--- config.mk ---
export PLATFORM = sky130hd
export DESIGN_NAME = prp_cfg
export DESIGN_NICKNAME = d
export VERILOG_FILES = /design/src/prp_pkg.sv /design/src/prp_cfg.sv
export SDC_FILE = /design/constraint.sdc
export NUM_CORES = 1
export LEC_CHECK = 0
export BUFFER_PORTS_ARGS = -buffer_cell sky130_fd_sc_hd__buf_2
export CELL_PAD_IN_SITES_DETAIL_PLACEMENT = 1
export CELL_PAD_IN_SITES_GLOBAL_PLACEMENT = 1
export CORE_MARGIN = 3
export CORE_UTILIZATION = 45
export CTS_BUF_LIST = sky130_fd_sc_hd__clkbuf_2
export CTS_CLUSTER_DIAMETER = 30
export DETAILED_ROUTE_END_ITERATION = 6
export HOLD_SLACK_MARGIN = 0.12
export PLACE_DENSITY_LB_ADDON = 0.1
export SKIP_CTS_REPAIR_TIMING = 1
export SYNTH_ARGS = -nofsm -noshare
export SYNTH_HDL_FRONTEND = slang
export SYNTH_SLANG_ARGS = --single-unit
--- constraint.sdc ---
create_clock -name clk -period 2.34 [get_ports clk]
set_input_delay 0.468 -clock clk [delete_from_list [all_inputs] [get_ports clk]]
set_output_delay 0.468 -clock clk [all_outputs]
set_load 0.01 [all_outputs]
--- src/prp_pkg.sv ---
package prp_pkg;

	localparam int COORD_FRAC_BITS = 8;
	localparam int TRIG_FRAC_BITS  = 15;

	localparam int FIELD_W   = 24;
	localparam int COORD_W   = 29;
	localparam int TRIG_W    = TRIG_FRAC_BITS + 2;
	localparam int PROD_W    = COORD_W + TRIG_W;
	localparam int SUM_W     = PROD_W + 1;
	localparam int ANGLE_W   = 10;
	localparam int SIZE_W    = 10;
	localparam int DEG_W     = 9;
	localparam int TAB_W     = TRIG_FRAC_BITS + 1;
	localparam int TAB_IDX_W = 7;
	localparam int CFG_IDX_W = 3;
	localparam int NUM_ROT   = 5;
	localparam int PIPE_DEPTH = 2 * NUM_ROT + 1;
	localparam int TRIG_ONE  = 1 << TRIG_FRAC_BITS;
	localparam int ROUND_HALF = 1 << (TRIG_FRAC_BITS - 1);

	localparam longint unsigned PI_Q30 = 64'd3373259426;
	localparam longint unsigned TAYLOR_DIV [1:8] = '{6, 20, 42, 72, 110, 156, 210, 272};

	typedef logic signed [FIELD_W-1:0] field_t;
	typedef logic signed [COORD_W-1:0] coord_t;
	typedef logic signed [TRIG_W-1:0]  trig_val_t;
	typedef logic signed [COORD_W:0]   diff_t;

	localparam diff_t SAT_HI = diff_t'((1 << (FIELD_W - 1)) - 1);
	localparam diff_t SAT_LO = diff_t'(-(1 << (FIELD_W - 1)));

	typedef struct packed {
		field_t point_x;
		field_t point_y;
		field_t point_z;
		field_t depth_offset;
	} point_t;

	typedef struct packed {
		field_t proj_x;
		field_t proj_y;
	} proj_t;

	typedef struct packed {
		trig_val_t sin_v;
		trig_val_t cos_v;
	} trig_t;

	typedef struct packed {
		trig_t  part_yaw;
		trig_t  part_pitch;
		trig_t  view_yaw;
		trig_t  view_pitch;
		trig_t  view_roll;
		coord_t half_size;
		field_t origin_x;
		field_t origin_y;
	} cfg_t;

	typedef struct packed {
		coord_t u;
		coord_t v;
		coord_t off_u;
		coord_t off_v;
		coord_t k0;
		coord_t k1;
	} rot_in_t;

	typedef struct packed {
		coord_t u;
		coord_t v;
		coord_t k0;
		coord_t k1;
	} rot_out_t;

	typedef enum logic [CFG_IDX_W-1:0] {
		CFG_VIEW_YAW,
		CFG_VIEW_PITCH,
		CFG_VIEW_ROLL,
		CFG_PART_YAW,
		CFG_PART_PITCH,
		CFG_PART_SIZE,
		CFG_ORIGIN_X,
		CFG_ORIGIN_Y
	} cfg_reg_t;

	localparam trig_t TRIG_ZERO_ANGLE = '{sin_v: trig_val_t'(0), cos_v: trig_val_t'(TRIG_ONE)};

	localparam cfg_t CFG_RESET = '{
		part_yaw:   TRIG_ZERO_ANGLE,
		part_pitch: TRIG_ZERO_ANGLE,
		view_yaw:   TRIG_ZERO_ANGLE,
		view_pitch: TRIG_ZERO_ANGLE,
		view_roll:  TRIG_ZERO_ANGLE,
		half_size:  coord_t'(0),
		origin_x:   field_t'(0),
		origin_y:   field_t'(0)
	};

	// sin(0..90 deg): Taylor series in Q30, rounded to the trig format
	function automatic logic [90:0][TAB_W-1:0] build_sin_tab();
		logic [90:0][TAB_W-1:0] tab;
		longint unsigned x;
		longint unsigned t;
		longint s;
		tab = '0;
		for (int k = 0; k <= 90; k++) begin
			x = (longint'(k) * PI_Q30 + 64'd90) / 64'd180;
			t = x;
			s = longint'(x);
			for (int n = 1; n <= 8; n++) begin
				t = (t * x) >> 30;
				t = (t * x) >> 30;
				t = t / TAYLOR_DIV[n];
				if (n % 2 == 1) begin
					s = s - longint'(t);
				end else begin
					s = s + longint'(t);
				end
			end
			if (s < 0) begin
				s = 0;
			end
			tab[k] = TAB_W'((longint'(s) + (64'd1 << (29 - TRIG_FRAC_BITS)))
				>> (30 - TRIG_FRAC_BITS));
		end
		return tab;
	endfunction

	localparam logic [90:0][TAB_W-1:0] SIN_TAB = build_sin_tab();

	function automatic logic [DEG_W-1:0] reduce_deg(input logic signed [ANGLE_W-1:0] a);
		logic signed [ANGLE_W+1:0] w;
		w = (ANGLE_W+2)'(a);
		if (w < -360) begin
			w = w + (ANGLE_W+2)'(720);
		end else if (w < 0) begin
			w = w + (ANGLE_W+2)'(360);
		end else if (w >= 360) begin
			w = w - (ANGLE_W+2)'(360);
		end
		return w[DEG_W-1:0];
	endfunction

	function automatic trig_val_t sin_deg(input logic [DEG_W-1:0] a);
		logic [TAB_IDX_W-1:0] idx;
		logic neg;
		trig_val_t mag;
		if (a <= DEG_W'(90)) begin
			idx = a[TAB_IDX_W-1:0];
			neg = 1'b0;
		end else if (a <= DEG_W'(180)) begin
			idx = TAB_IDX_W'(DEG_W'(180) - a);
			neg = 1'b0;
		end else if (a <= DEG_W'(270)) begin
			idx = TAB_IDX_W'(a - DEG_W'(180));
			neg = 1'b1;
		end else begin
			idx = TAB_IDX_W'(DEG_W'(360) - a);
			neg = 1'b1;
		end
		mag = trig_val_t'({1'b0, SIN_TAB[idx]});
		return neg ? -mag : mag;
	endfunction

	function automatic trig_t trig_of(input logic signed [ANGLE_W-1:0] a);
		logic [DEG_W-1:0] d;
		logic [DEG_W-1:0] dc;
		trig_t r;
		d = reduce_deg(a);
		dc = d + DEG_W'(90);
		if (dc >= DEG_W'(360)) begin
			dc = dc - DEG_W'(360);
		end
		r.sin_v = sin_deg(d);
		r.cos_v = sin_deg(dc);
		return r;
	endfunction

	function automatic field_t sat_field(input diff_t v);
		if (v > SAT_HI) begin
			return field_t'(SAT_HI);
		end else if (v < SAT_LO) begin
			return field_t'(SAT_LO);
		end
		return field_t'(v);
	endfunction

endpackage

--- src/prp_cfg.sv ---
module prp_cfg (
	input  logic                          clk,
	input  logic                          arst_n,
	input  logic                          cfg_we,
	input  logic [prp_pkg::CFG_IDX_W-1:0] cfg_idx,
	input  logic [prp_pkg::FIELD_W-1:0]   cfg_wdata,
	output prp_pkg::cfg_t                 cfg
);
	import prp_pkg::*;

	cfg_t cfg_q;
	trig_t wr_trig;
	logic [SIZE_W+COORD_FRAC_BITS-1:0] size_fx;
	coord_t wr_half;

	// sin/cos resolved at write time, kept off the datapath
	always_comb begin
		wr_trig = trig_of(cfg_wdata[ANGLE_W-1:0]);
		size_fx = (SIZE_W+COORD_FRAC_BITS)'(cfg_wdata[SIZE_W-1:0]) << COORD_FRAC_BITS;
		wr_half = -coord_t'(size_fx >> 1);
	end

	always_ff @(posedge clk or negedge arst_n) begin
		if (!arst_n) begin
			cfg_q <= CFG_RESET;
		end else if (cfg_we) begin
			case (cfg_reg_t'(cfg_idx))
				CFG_VIEW_YAW:   cfg_q.view_yaw   <= wr_trig;
				CFG_VIEW_PITCH: cfg_q.view_pitch <= wr_trig;
				CFG_VIEW_ROLL:  cfg_q.view_roll  <= wr_trig;
				CFG_PART_YAW:   cfg_q.part_yaw   <= wr_trig;
				CFG_PART_PITCH: cfg_q.part_pitch <= wr_trig;
				CFG_PART_SIZE:  cfg_q.half_size  <= wr_half;
				CFG_ORIGIN_X:   cfg_q.origin_x   <= cfg_wdata;
				CFG_ORIGIN_Y:   cfg_q.origin_y   <= cfg_wdata;
				default:        cfg_q <= cfg_q;
			endcase
		end
	end

	assign cfg = cfg_q;

endmodule

==> out/metrics.csv, run 1 <==
stage,metric,value,unit
run_status,status,stopped before the end,
floorplanning,Die H,193,um
placed_design,number of port buffers,269,
clock_network,sinks on the clock net,236,
global_route,largest net degree at the start of global routing,75,
timing,worst endpoint pin kind,sequential cell input,
logic_synthesis,post-synthesis cell type count,121,
logic_synthesis,Post-Syn Area per Cell,8.59,um2
floorplanning,Top-Level Pins,277,
placed_design,Inst Count DP,2913,
run_status,Run Error,[ERROR GRT-0232] Routing congestion too high. Check the congestion heatmap in the GUI.,
placed_design,DP Wirelength,60.8,mm
global_route,total gr overflow,268,
logic_synthesis,Syn Inst Count,1829,
logic_synthesis,"EDFF count, synth",0,
timing,GR repair worst EP,cfg[159]$_DFFE_PN0P_/D,
floorplanning,die width,193,um
floorplanning,# rows,67,
logic_synthesis,asr flop ratio synth,1.00,
placed_design,pre-CTS WS,-5.23,ns
clock_network,TritonCTS buffer count,57,
run_status,Fail Step,global routing (5_1_grt),
floorplanning,Initial Utilization,0.463,
logic_synthesis,synthesized cell area,15700,um2
logic_synthesis,Ys Warns,0,
clock_network,CTS max path bufs,3,
logic_synthesis,Main synth FF type,dfrtp_1,
clock_network,clock tree root buffer cell,clkbuf_2,
global_route,GRT Total Usage,0.824,
clock_network,CTS H-tree lvls,2,
placed_design,routability cong.,1.01,
logic_synthesis,Synth Register Bits,236,
logic_synthesis,post-synthesis sequential area ratio,0.376,
[cell families after synthesis]
| family | synth area share |
|---|---|
| and+or+nand+nor | 0.176 |
| AOI/OAI and AO/OA | 0.289 |
| other | 0.000239 |
| muxes | 0.0402 |
| DFF | 0.376 |
| buffers and inverters | 0.0505 |
| xor gates and xnor gates | 0.0318 |
| adders and majority gates | 0.0366 |
[Yosys cell counts (6+ instances only)]
library cell	count	area (um2)
a32oi_1	6	52.6
o31a_1	7	61.3
nand2_1	306	1150
or2_2	6	37.5
buf_1	10	37.5
a211o_1	10	87.6
dfrtp_1	231	5780
buf_6	8	90.1
o221ai_1	12	105
a221oi_1	10	87.6
xor2_1	17	149
o211ai_1	28	210
nand3_1	51	255
nand2b_1	16	100
a22oi_1	7	52.6
o22ai_1	19	119
o21ai_1	43	215
and3_1	13	81.3
o21a_1	8	60.1
a31oi_1	24	150
buf_4	18	135
a311oi_1	11	96.3
o2111ai_1	8	70.1
buf_2	21	105
nand4_1	8	50.1
inv_1	21	78.8
and2_1	20	125
mux2_2	38	428
or4_1	6	45.0
nor3_1	27	135
o31ai_1	12	90.1
o21ai_0	241	1210
a31o_2	11	96.3
a211oi_1	23	173
nor4_1	8	50.1
nor2_1	82	308
a21o_1	23	173
xnor2_1	30	263
ha_1	46	576
mux2i_1	11	110
clkbuf_1	85	319
a21oi_1	85	425
[stage by stage]
| step | cell area, um2 | hold WS (ns) | TNS [ns] |
|---|---|---|---|
| 3_5_place_dp | 21400 | 0.474 | -798.48 |
| 3_3_place_gp | 21400 | 0.456 | -739.15 |
| 2_1_floorplan | 16300 | 0.172 | -683.05 |
| 4_1_cts | 22000 | -0.480 | -680.93 |
[per-layer routing]
layer,overflow,track usage
met1,5,0.816
met5,0,0.301
met2,126,0.952
met4,130,0.879
met3,7,0.698
==> run 2, diff against run 1 <==
==> config.mk (replaced) <==
export PLATFORM = sky130hd
export DESIGN_NAME = prp_cfg
export DESIGN_NICKNAME = d
export VERILOG_FILES = /design/src/prp_pkg.sv /design/src/prp_cfg.sv
export SDC_FILE = /design/constraint.sdc
export NUM_CORES = 1
export LEC_CHECK = 0
export BUFFER_PORTS_ARGS = -buffer_cell sky130_fd_sc_hd__buf_2
export CORE_MARGIN = 3
export CORE_UTILIZATION = 30
export DETAILED_ROUTE_END_ITERATION = 6
export PLACE_DENSITY_LB_ADDON = 0.15
export SKIP_CTS_REPAIR_TIMING = 1
export SYNTH_ARGS = -nofsm -noshare
export SYNTH_HDL_FRONTEND = slang
export SYNTH_SLANG_ARGS = --single-unit
==> run 2 against run 1 <==
  * Area after synthesis is the same
  * The flow now finishes, with violations (setup timing)
  * Synthesized cell count is the same
==> out/metrics.csv, run 2 <==
stage,metric,value,unit,change
pwr,clock share of power,0.106,,
timing,Setup Skew,0,ns,
floorplanning,die width,235,um,was 193 um
pwr,Power Dens Cells,1700,nW/um2,
pwr,internal power,22.0,mW,
floorplanning,Top-Level Pins,277,,unchanged
timing,Worst slew margin,0.557,,
floorplanning,core area,51500,um2,
route,post-DR vias/cell,5.31,,
run_status,violated checks,setup timing,,
timing,fin crit share,2.68,,
route,Iter 0 DRT Violations,1143,,
placed_design,DP Wirelength,50.6,mm,was 60.8 mm
global_route,GRT Total Usage,0.225,,
logic_synthesis,top-count cell post-synth,nand2_1,,unchanged
layout,max reg flops,236,,
pwr,worst vdd ir,0.00118,V,
clock_network,"CTS clk-pin slew, worst paths",0.06,ns,
placed_design,Inst Count DP,3128,,was 2913
layout,layout cells sized above 1,0.468,,
global_route,first-pass GRT wire length,100,mm,
floorplanning,Initial Utilization,0.305,,was 0.463
worst_setup_path,cell mode on critical path,buf_6,,
worst_setup_path,R2R cell count,2,,
timing,slack of the critical path,-3.94,ns,
layout,diodes inserted,0,,
layout,fin nets,2601,,
worst_setup_path,CP arrival,6.67,ns,
timing,fmax,0.159,GHz,
layout,Post-Layout Cell Count,3224,,
worst_setup_path,CP peak stage delay,0.55,ns,
clock_network,CTS tree,built,,
clock_network,sinks on the clock net,236,,unchanged
logic_synthesis,synthesized cell area,15700,um2,unchanged
logic_synthesis,post-synth top area share,0.368,,unchanged
timing,Pins Over Slew Limit,0,,
worst_setup_path,worst setup path startpoint,cfg_wdata[5],,
logic_synthesis,Synth Register Bits,236,,unchanged
worst_setup_path,maximum net fanout on the critical path,11,,
global_route,largest net degree at the start of global routing,78,,
clock_network,CTS max path bufs,3,,unchanged
global_route,total gr overflow,0,,
floorplanning,Die H,235,um,was 193 um
route,DR DRC count,0,,
route,Routed Antenna Nets,0,,
logic_synthesis,Syn Inst Count,1829,,unchanged
worst_setup_path,Setup Crit Path Kind,input port to flip-flop,,
hold_path,worst hold path class,input port to flip-flop,,
clock_network,TritonCTS buffer count,27,,was 57
worst_setup_path,critical path required time,2.73,ns,
worst_setup_path,CP Launch Type,input port,,
timing,# setup viols final,175,,
worst_setup_path,r2r setup slk,1.40,ns,
pwr,Leak,11.1,nW,
run_status,status,"finished, violations left",,was stopped before the end
logic_synthesis,"top cells by count, synth","nand2_1, o21ai_0, dfrtp_1",,unchanged
logic_synthesis,Main synth FF type,dfrtp_1,,unchanged
worst_setup_path,RR Endpoint,cfg[191]$_DFFE_PN0P_,,
route,drt first pass iters,5,,
logic_synthesis,"EDFF count, synth",0,,unchanged
pwr,Psw,19.0,mW,
worst_setup_path,Worst Path Buf+Inv,8,,
clock_network,clk_lat worst skew,0.54,ns,
worst_setup_path,CP endpoint kind,flip-flop,,
floorplanning,# rows,83,,was 67
pwr,Reg power frac,0.163,,
logic_synthesis,Ys Warns,0,,unchanged
layout,"most common cell after layout, fill and taps aside",buf_4,,
global_route,initial antenna violation count,5,,
worst_setup_path,"CP delay by family, top",compound AO/OA/AOI/OAI gates,,
pwr,part of the power in combinational logic,0.731,,
flow_run,Max-cap violations,0,,
layout,final core utilization,0.468,,
floorplanning,Die ar.,55100,um2,
pwr,sw frac,0.464,,
route,final wirelength,65.7,mm,
logic_synthesis,post-synthesis sequential area ratio,0.376,,unchanged
layout,most frequent cells in the layout,"buf_4, nand2_1, buf_2",,
logic_synthesis,post-synthesis cell type count,121,,unchanged
placed_design,routability cong.,0.965,,was 1.01
route,Via Count,17128,,
worst_setup_path,Critical Path Slowest Stage Cell,or4_4,,
timing,min Tclk post-route,6.28,ns,
layout,Syn-to-layout area delta,53.6,%,
logic_synthesis,synth top area cells,"dfrtp_1, o21ai_0, nand2_1",,unchanged
route,Routed WL per cell,20.4,um,
clock_network,clock tree root buffer cell,clkbuf_16,,was clkbuf_2
logic_synthesis,cell taking the most area after synthesis,dfrtp_1,,unchanged
worst_setup_path,WP depth,30,,
worst_setup_path,critical path endpoint,cfg[195]$_DFFE_PN0P_,,
timing,Worst-Margin Slew,0.664,ns,
timing,RSZ-0062 raised after global routing,yes,,
global_route,number of global-route vias before repair,16771,,
timing,final hold vios,0,,
logic_synthesis,Post-Syn Area per Cell,8.59,um2,unchanged
worst_setup_path,reg-to-reg startpoint,cfg[191]$_DFFE_PN0P_,,
logic_synthesis,asr flop ratio synth,1.00,,unchanged
placed_design,number of port buffers,269,,unchanged
clock_network,CTS H-tree lvls,1,,was 2
run 2: cell counts after synthesis:
No cell type changed its count.
run 2: area by class of cell:
type	instances	area [um2]
clock buffers	37	753
clock inverters	11	144
fillers	5108	27400
inverters	27	126
multi-input cells	1430	10600
flip-flops and latches	236	5910
well taps	680	851
repair buffers	803	5740
run 2: per-stage QoR:
stage	hold WS, ns	setup TNS, ns	setup WS, ns	power [mW]	cell area [um2]
3_5_place_dp	0.370	-764.35	-4.85	33.0	21500
2_1_floorplan	0.172	-683.05	-4.56	19.7	16300
5_1_grt	0.157	-638.46	-4.20	43.6	24100
3_3_place_gp	0.366	-752.81	-4.79	33.0	21500
6_report	0.173	-600.10	-3.94	41.0	24100
4_1_cts	-0.217	-664.99	-4.28	37.4	22400
run 2: worst min-delay path by stage:
stage,start,endpoint,cells after the start
after global placement,arst_n,cfg[143]$_DFFE_PN0P_,1
after CTS,arst_n,cfg[239]$_DFFE_PN0P_,1
after floorplan,arst_n,cfg[0]$_DFFE_PN0P_,0
after global routing,cfg_wdata[20],cfg[20]$_DFFE_PN0P_,2
final,cfg_wdata[17],cfg[17]$_DFFE_PN0P_,2
after detailed placement,arst_n,cfg[143]$_DFFE_PN0P_,1
run 2: layer usage:
layer,routed length (um),share of wire,track usage
met1,29700,0.45,0.314
met2,30100,0.46,0.360
met3,3950,0.060,0.0388
met4,1760,0.027,0.0625
met5,65,0.00099,0
run 2: logic make-up (layout without fill, tap and decap cells):
family,after synthesis,in the layout,share of synthesized area
multiplexers,54,54,0.0402
XOR/XNOR,52,52,0.0318
flip-flops,236,236,0.376
buffers and inverters,169,878,0.0505
other,1,7,0.000239
AO/OA/AOI/OAI,679,679,0.289
AND/OR/NAND/NOR,592,592,0.176
adder cells (fa/ha/maj),46,46,0.0366
run 2: power by group through the flow:
stage | sequential, mW | clock, mW | combinational [mW]
3_5_place_dp | 6.77 | 0 | 26.2
5_1_grt | 6.89 | 4.60 | 32.1
2_1_floorplan | 7.27 | 0 | 12.4
4_1_cts | 6.70 | 4.44 | 26.3
3_3_place_gp | 6.69 | 0 | 26.4
6_report | 6.68 | 4.33 | 30.0
No activity file was read; power rests on OpenSTA's default activity.
==> run 3, diff against run 2 <==
--- a/config.mk
+++ b/config.mk
@@ -5,11 +5,11 @@
 export SDC_FILE = /design/constraint.sdc
 export NUM_CORES = 1
 export LEC_CHECK = 0
-export BUFFER_PORTS_ARGS = -buffer_cell sky130_fd_sc_hd__buf_2
+export BUFFER_PORTS_ARGS = -buffer_cell sky130_fd_sc_hd__buf_4
 export CORE_MARGIN = 3
 export CORE_UTILIZATION = 30
 export DETAILED_ROUTE_END_ITERATION = 6
-export PLACE_DENSITY_LB_ADDON = 0.15
+export PLACE_DENSITY_LB_ADDON = 0.2
 export SKIP_CTS_REPAIR_TIMING = 1
 export SYNTH_ARGS = -nofsm -noshare
 export SYNTH_HDL_FRONTEND = slang
==> run 3 against run 2 <==
  * Via count is 0.35% higher
  * Global-route usage is 0.050 points lower
  * Combinational power hardly changed
  * Cell count hardly changed
  * Largest power group unchanged
  * Clock-buffer cell count is 1 higher
  * Non-clock buffer count is 3 higher
  * Core utilization is 0.24 points higher
  * The flow still finishes with violations (setup timing)
  * Fmax is 1.5% lower
  * Total power is 0.22% lower
  * Clock skew stayed put
  * Largest cell class unchanged
  * Critical path type unchanged
  * Setup slack worse by 0.094 ns
  * Hold slack worse by 0.025 ns
==> out/metrics.csv, run 3 (same netlist as run 2, synthesis figures left out) <==
stage,metric,value,unit,change
run_status,status,"finished, violations left",,unchanged
run_status,violated checks,setup timing,,unchanged
pwr,Reg power frac,0.166,,was 0.163
floorplanning,Top-Level Pins,277,,unchanged
clock_network,CTS H-tree lvls,1,,unchanged
placed_design,DP Wirelength,50.4,mm,was 50.6 mm
timing,Pins Over Slew Limit,0,,unchanged
route,DR DRC count,0,,unchanged
timing,min Tclk post-route,6.38,ns,was 6.28 ns
floorplanning,core area,51500,um2,unchanged
route,Via Count,17188,,was 17.1k
worst_setup_path,r2r setup slk,1.38,ns,was 1.40 ns
worst_setup_path,CP endpoint kind,flip-flop,,unchanged
floorplanning,Initial Utilization,0.305,,unchanged
layout,most frequent cells in the layout,"buf_4, nand2_1, dfrtp_1",,"was buf_4, nand2_1, buf_2"
clock_network,clk_lat worst skew,0.55,ns,was 0.54 ns
route,Routed WL per cell,20.2,um,was 20.4 um
timing,# setup viols final,170,,was 175
timing,Final TNS setup,-625.67,ns,was -600.10 ns
pwr,Psw,18.5,mW,was 19.0 mW
pwr,Power Dens Cells,1690,nW/um2,was 1700 nW/um2
timing,fmax,0.157,GHz,was 0.159 GHz
pwr,internal power,22.4,mW,was 22.0 mW
route,post-DR vias/cell,5.33,,was 5.31
layout,Syn-to-layout area delta,54.4,%,was 53.6%
timing,fin crit share,2.72,,was 2.68
global_route,largest net degree at the start of global routing,66,,was 78
worst_setup_path,CP Launch Type,input port,,unchanged
layout,diodes inserted,0,,unchanged
clock_network,sinks on the clock net,236,,unchanged
clock_network,TritonCTS buffer count,27,,unchanged
floorplanning,# rows,83,,unchanged
worst_setup_path,Critical Path Slowest Stage Cell,or4_4,,unchanged
clock_network,clock tree root buffer cell,clkbuf_16,,unchanged
clock_network,CTS max path bufs,3,,unchanged
layout,final core utilization,0.471,,was 0.468
pwr,worst vdd ir,0.000904,V,was 0.00118 V
floorplanning,Die H,235,um,unchanged
placed_design,Inst Count DP,3143,,was 3128
worst_setup_path,RR Endpoint,cfg[157]$_DFFE_PN0P_,,was cfg[191]$_DFFE_PN0P_
global_route,total gr overflow,0,,unchanged
global_route,initial antenna violation count,0,,was 5
worst_setup_path,Setup Crit Path Kind,input port to flip-flop,,unchanged
hold_path,worst hold stages,2,,unchanged
placed_design,routability cong.,0.955,,was 0.965
route,final wirelength,65.1,mm,was 65.7 mm
placed_design,pre-CTS WS,-4.87,ns,was -4.85 ns
timing,Setup Skew,0,ns,unchanged
timing,final hold vios,0,,unchanged
pwr,sw frac,0.452,,was 0.464
route,Iter 0 DRT Violations,1349,,was 1143
placed_design,number of port buffers,269,,unchanged
layout,max reg flops,236,,unchanged
floorplanning,Die ar.,55100,um2,unchanged
worst_setup_path,CP arrival,6.81,ns,was 6.67 ns
global_route,first-pass GRT wire length,100,mm,about the same
pwr,clock share of power,0.107,,was 0.106
timing,slack of the critical path,-4.04,ns,was -3.94 ns
hold_path,worst hold path class,input port to flip-flop,,unchanged
timing,RSZ-0062 raised after global routing,yes,,unchanged
pwr,part of the power in combinational logic,0.727,,was 0.731
clock_network,"CTS clk-pin slew, worst paths",0.06,ns,about the same
worst_setup_path,reg-to-reg startpoint,cfg[157]$_DFFE_PN0P_,,was cfg[191]$_DFFE_PN0P_
timing,Worst slew margin,0.560,,was 0.557
global_route,number of global-route vias before repair,16860,,was 16.8k
timing,Worst-Margin Slew,0.655,ns,was 0.664 ns
clock_network,CTS tree,built,,unchanged
pwr,Leak,11.1,nW,about the same
hold_path,Worst Hold End,cfg[11]$_DFFE_PN0P_,,was cfg[17]$_DFFE_PN0P_
route,drt first pass iters,6,,was 5
flow_run,Max-cap violations,0,,unchanged
layout,Post-Layout Cell Count,3226,,was 3224
worst_setup_path,R2R cell count,2,,unchanged
worst_setup_path,maximum net fanout on the critical path,6,,was 11
layout,fin nets,2605,,was 2601
layout,"most common cell after layout, fill and taps aside",buf_4,,unchanged
worst_setup_path,critical path required time,2.77,ns,was 2.73 ns
global_route,GRT Total Usage,0.225,,about the same
route,Routed Antenna Nets,0,,unchanged
floorplanning,die width,235,um,unchanged
layout,layout cells sized above 1,0.438,,was 0.468
hold_path,hold_sp,cfg_wdata[11],,was cfg_wdata[17]
worst_setup_path,CP peak stage delay,0.55,ns,about the same
[run 3: how the worst max path moves through the flow]
stage | start | end | slack (ns) | depth (start not counted)
floorplan | cfg_wdata[4] | cfg[228]$_DFFE_PN1P_ | -4.56 | 30
global placement | cfg_wdata[5] | cfg[93]$_DFFE_PN0P_ | -4.85 | 33
detailed placement | cfg_wdata[5] | cfg[127]$_DFFE_PN0P_ | -4.87 | 32
CTS | cfg_wdata[5] | cfg[93]$_DFFE_PN0P_ | -4.35 | 32
global route | cfg_wdata[5] | cfg[227]$_DFFE_PN0P_ | -4.27 | 34
finish | cfg_wdata[5] | cfg[227]$_DFFE_PN0P_ | -4.04 | 34
[run 3: cell type report]
class	instances	area, um2
Multi-Input combinational cell	1431	10100
Tap cell	680	851
Clock buffer	38	777
Inverter	27	121
Fill cell	4996	27300
Timing Repair Buffer	806	6350
Clock inverter	8	141
Sequential cell	236	5910
[run 3: routing by layer]
| layer | vias up | global-route usage | routed length [um] |
|---|---|---|---|
| li1 | 8118 | - | - |
| met1 | 8332 | 0.316 | 29000 |
| met2 | 639 | 0.355 | 29500 |
| met3 | 99 | 0.0379 | 4640 |
| met4 | 0 | 0.0649 | 1970 |
| met5 | - | 0 | 0 |
[run 3: power groups by stage]
stage | Clock, mW | Sequential, mW | Combinational (mW)
after floorplan | 0 | 7.27 | 12.4
after detailed placement | 0 | 6.86 | 26.9
after global placement | 0 | 6.80 | 27.0
after global routing | 4.66 | 7.00 | 31.9
after CTS | 4.48 | 6.80 | 27.0
final | 4.37 | 6.79 | 29.7
[run 3: critical path: cells and delay by family]
kind	cells	cell delay [ns]
buffers and inverters	8	0.97
adders and majority gates	3	0.54
AOI/OAI and AO/OA	15	3.25
and+or+nand+nor	8	1.59
[run 3: per-stage QoR]
| step | power (mW) | hold WS [ns] | instance area, um2 |
|---|---|---|---|
| 6_report | 40.9 | 0.148 | 24200 |
| 5_1_grt | 43.5 | 0.138 | 24200 |
| 4_1_cts | 38.3 | -0.138 | 23300 |
| 3_5_place_dp | 33.8 | 0.460 | 22400 |
| 3_3_place_gp | 33.8 | 0.460 | 22400 |
| 2_1_floorplan | 19.7 | 0.172 | 16300 |
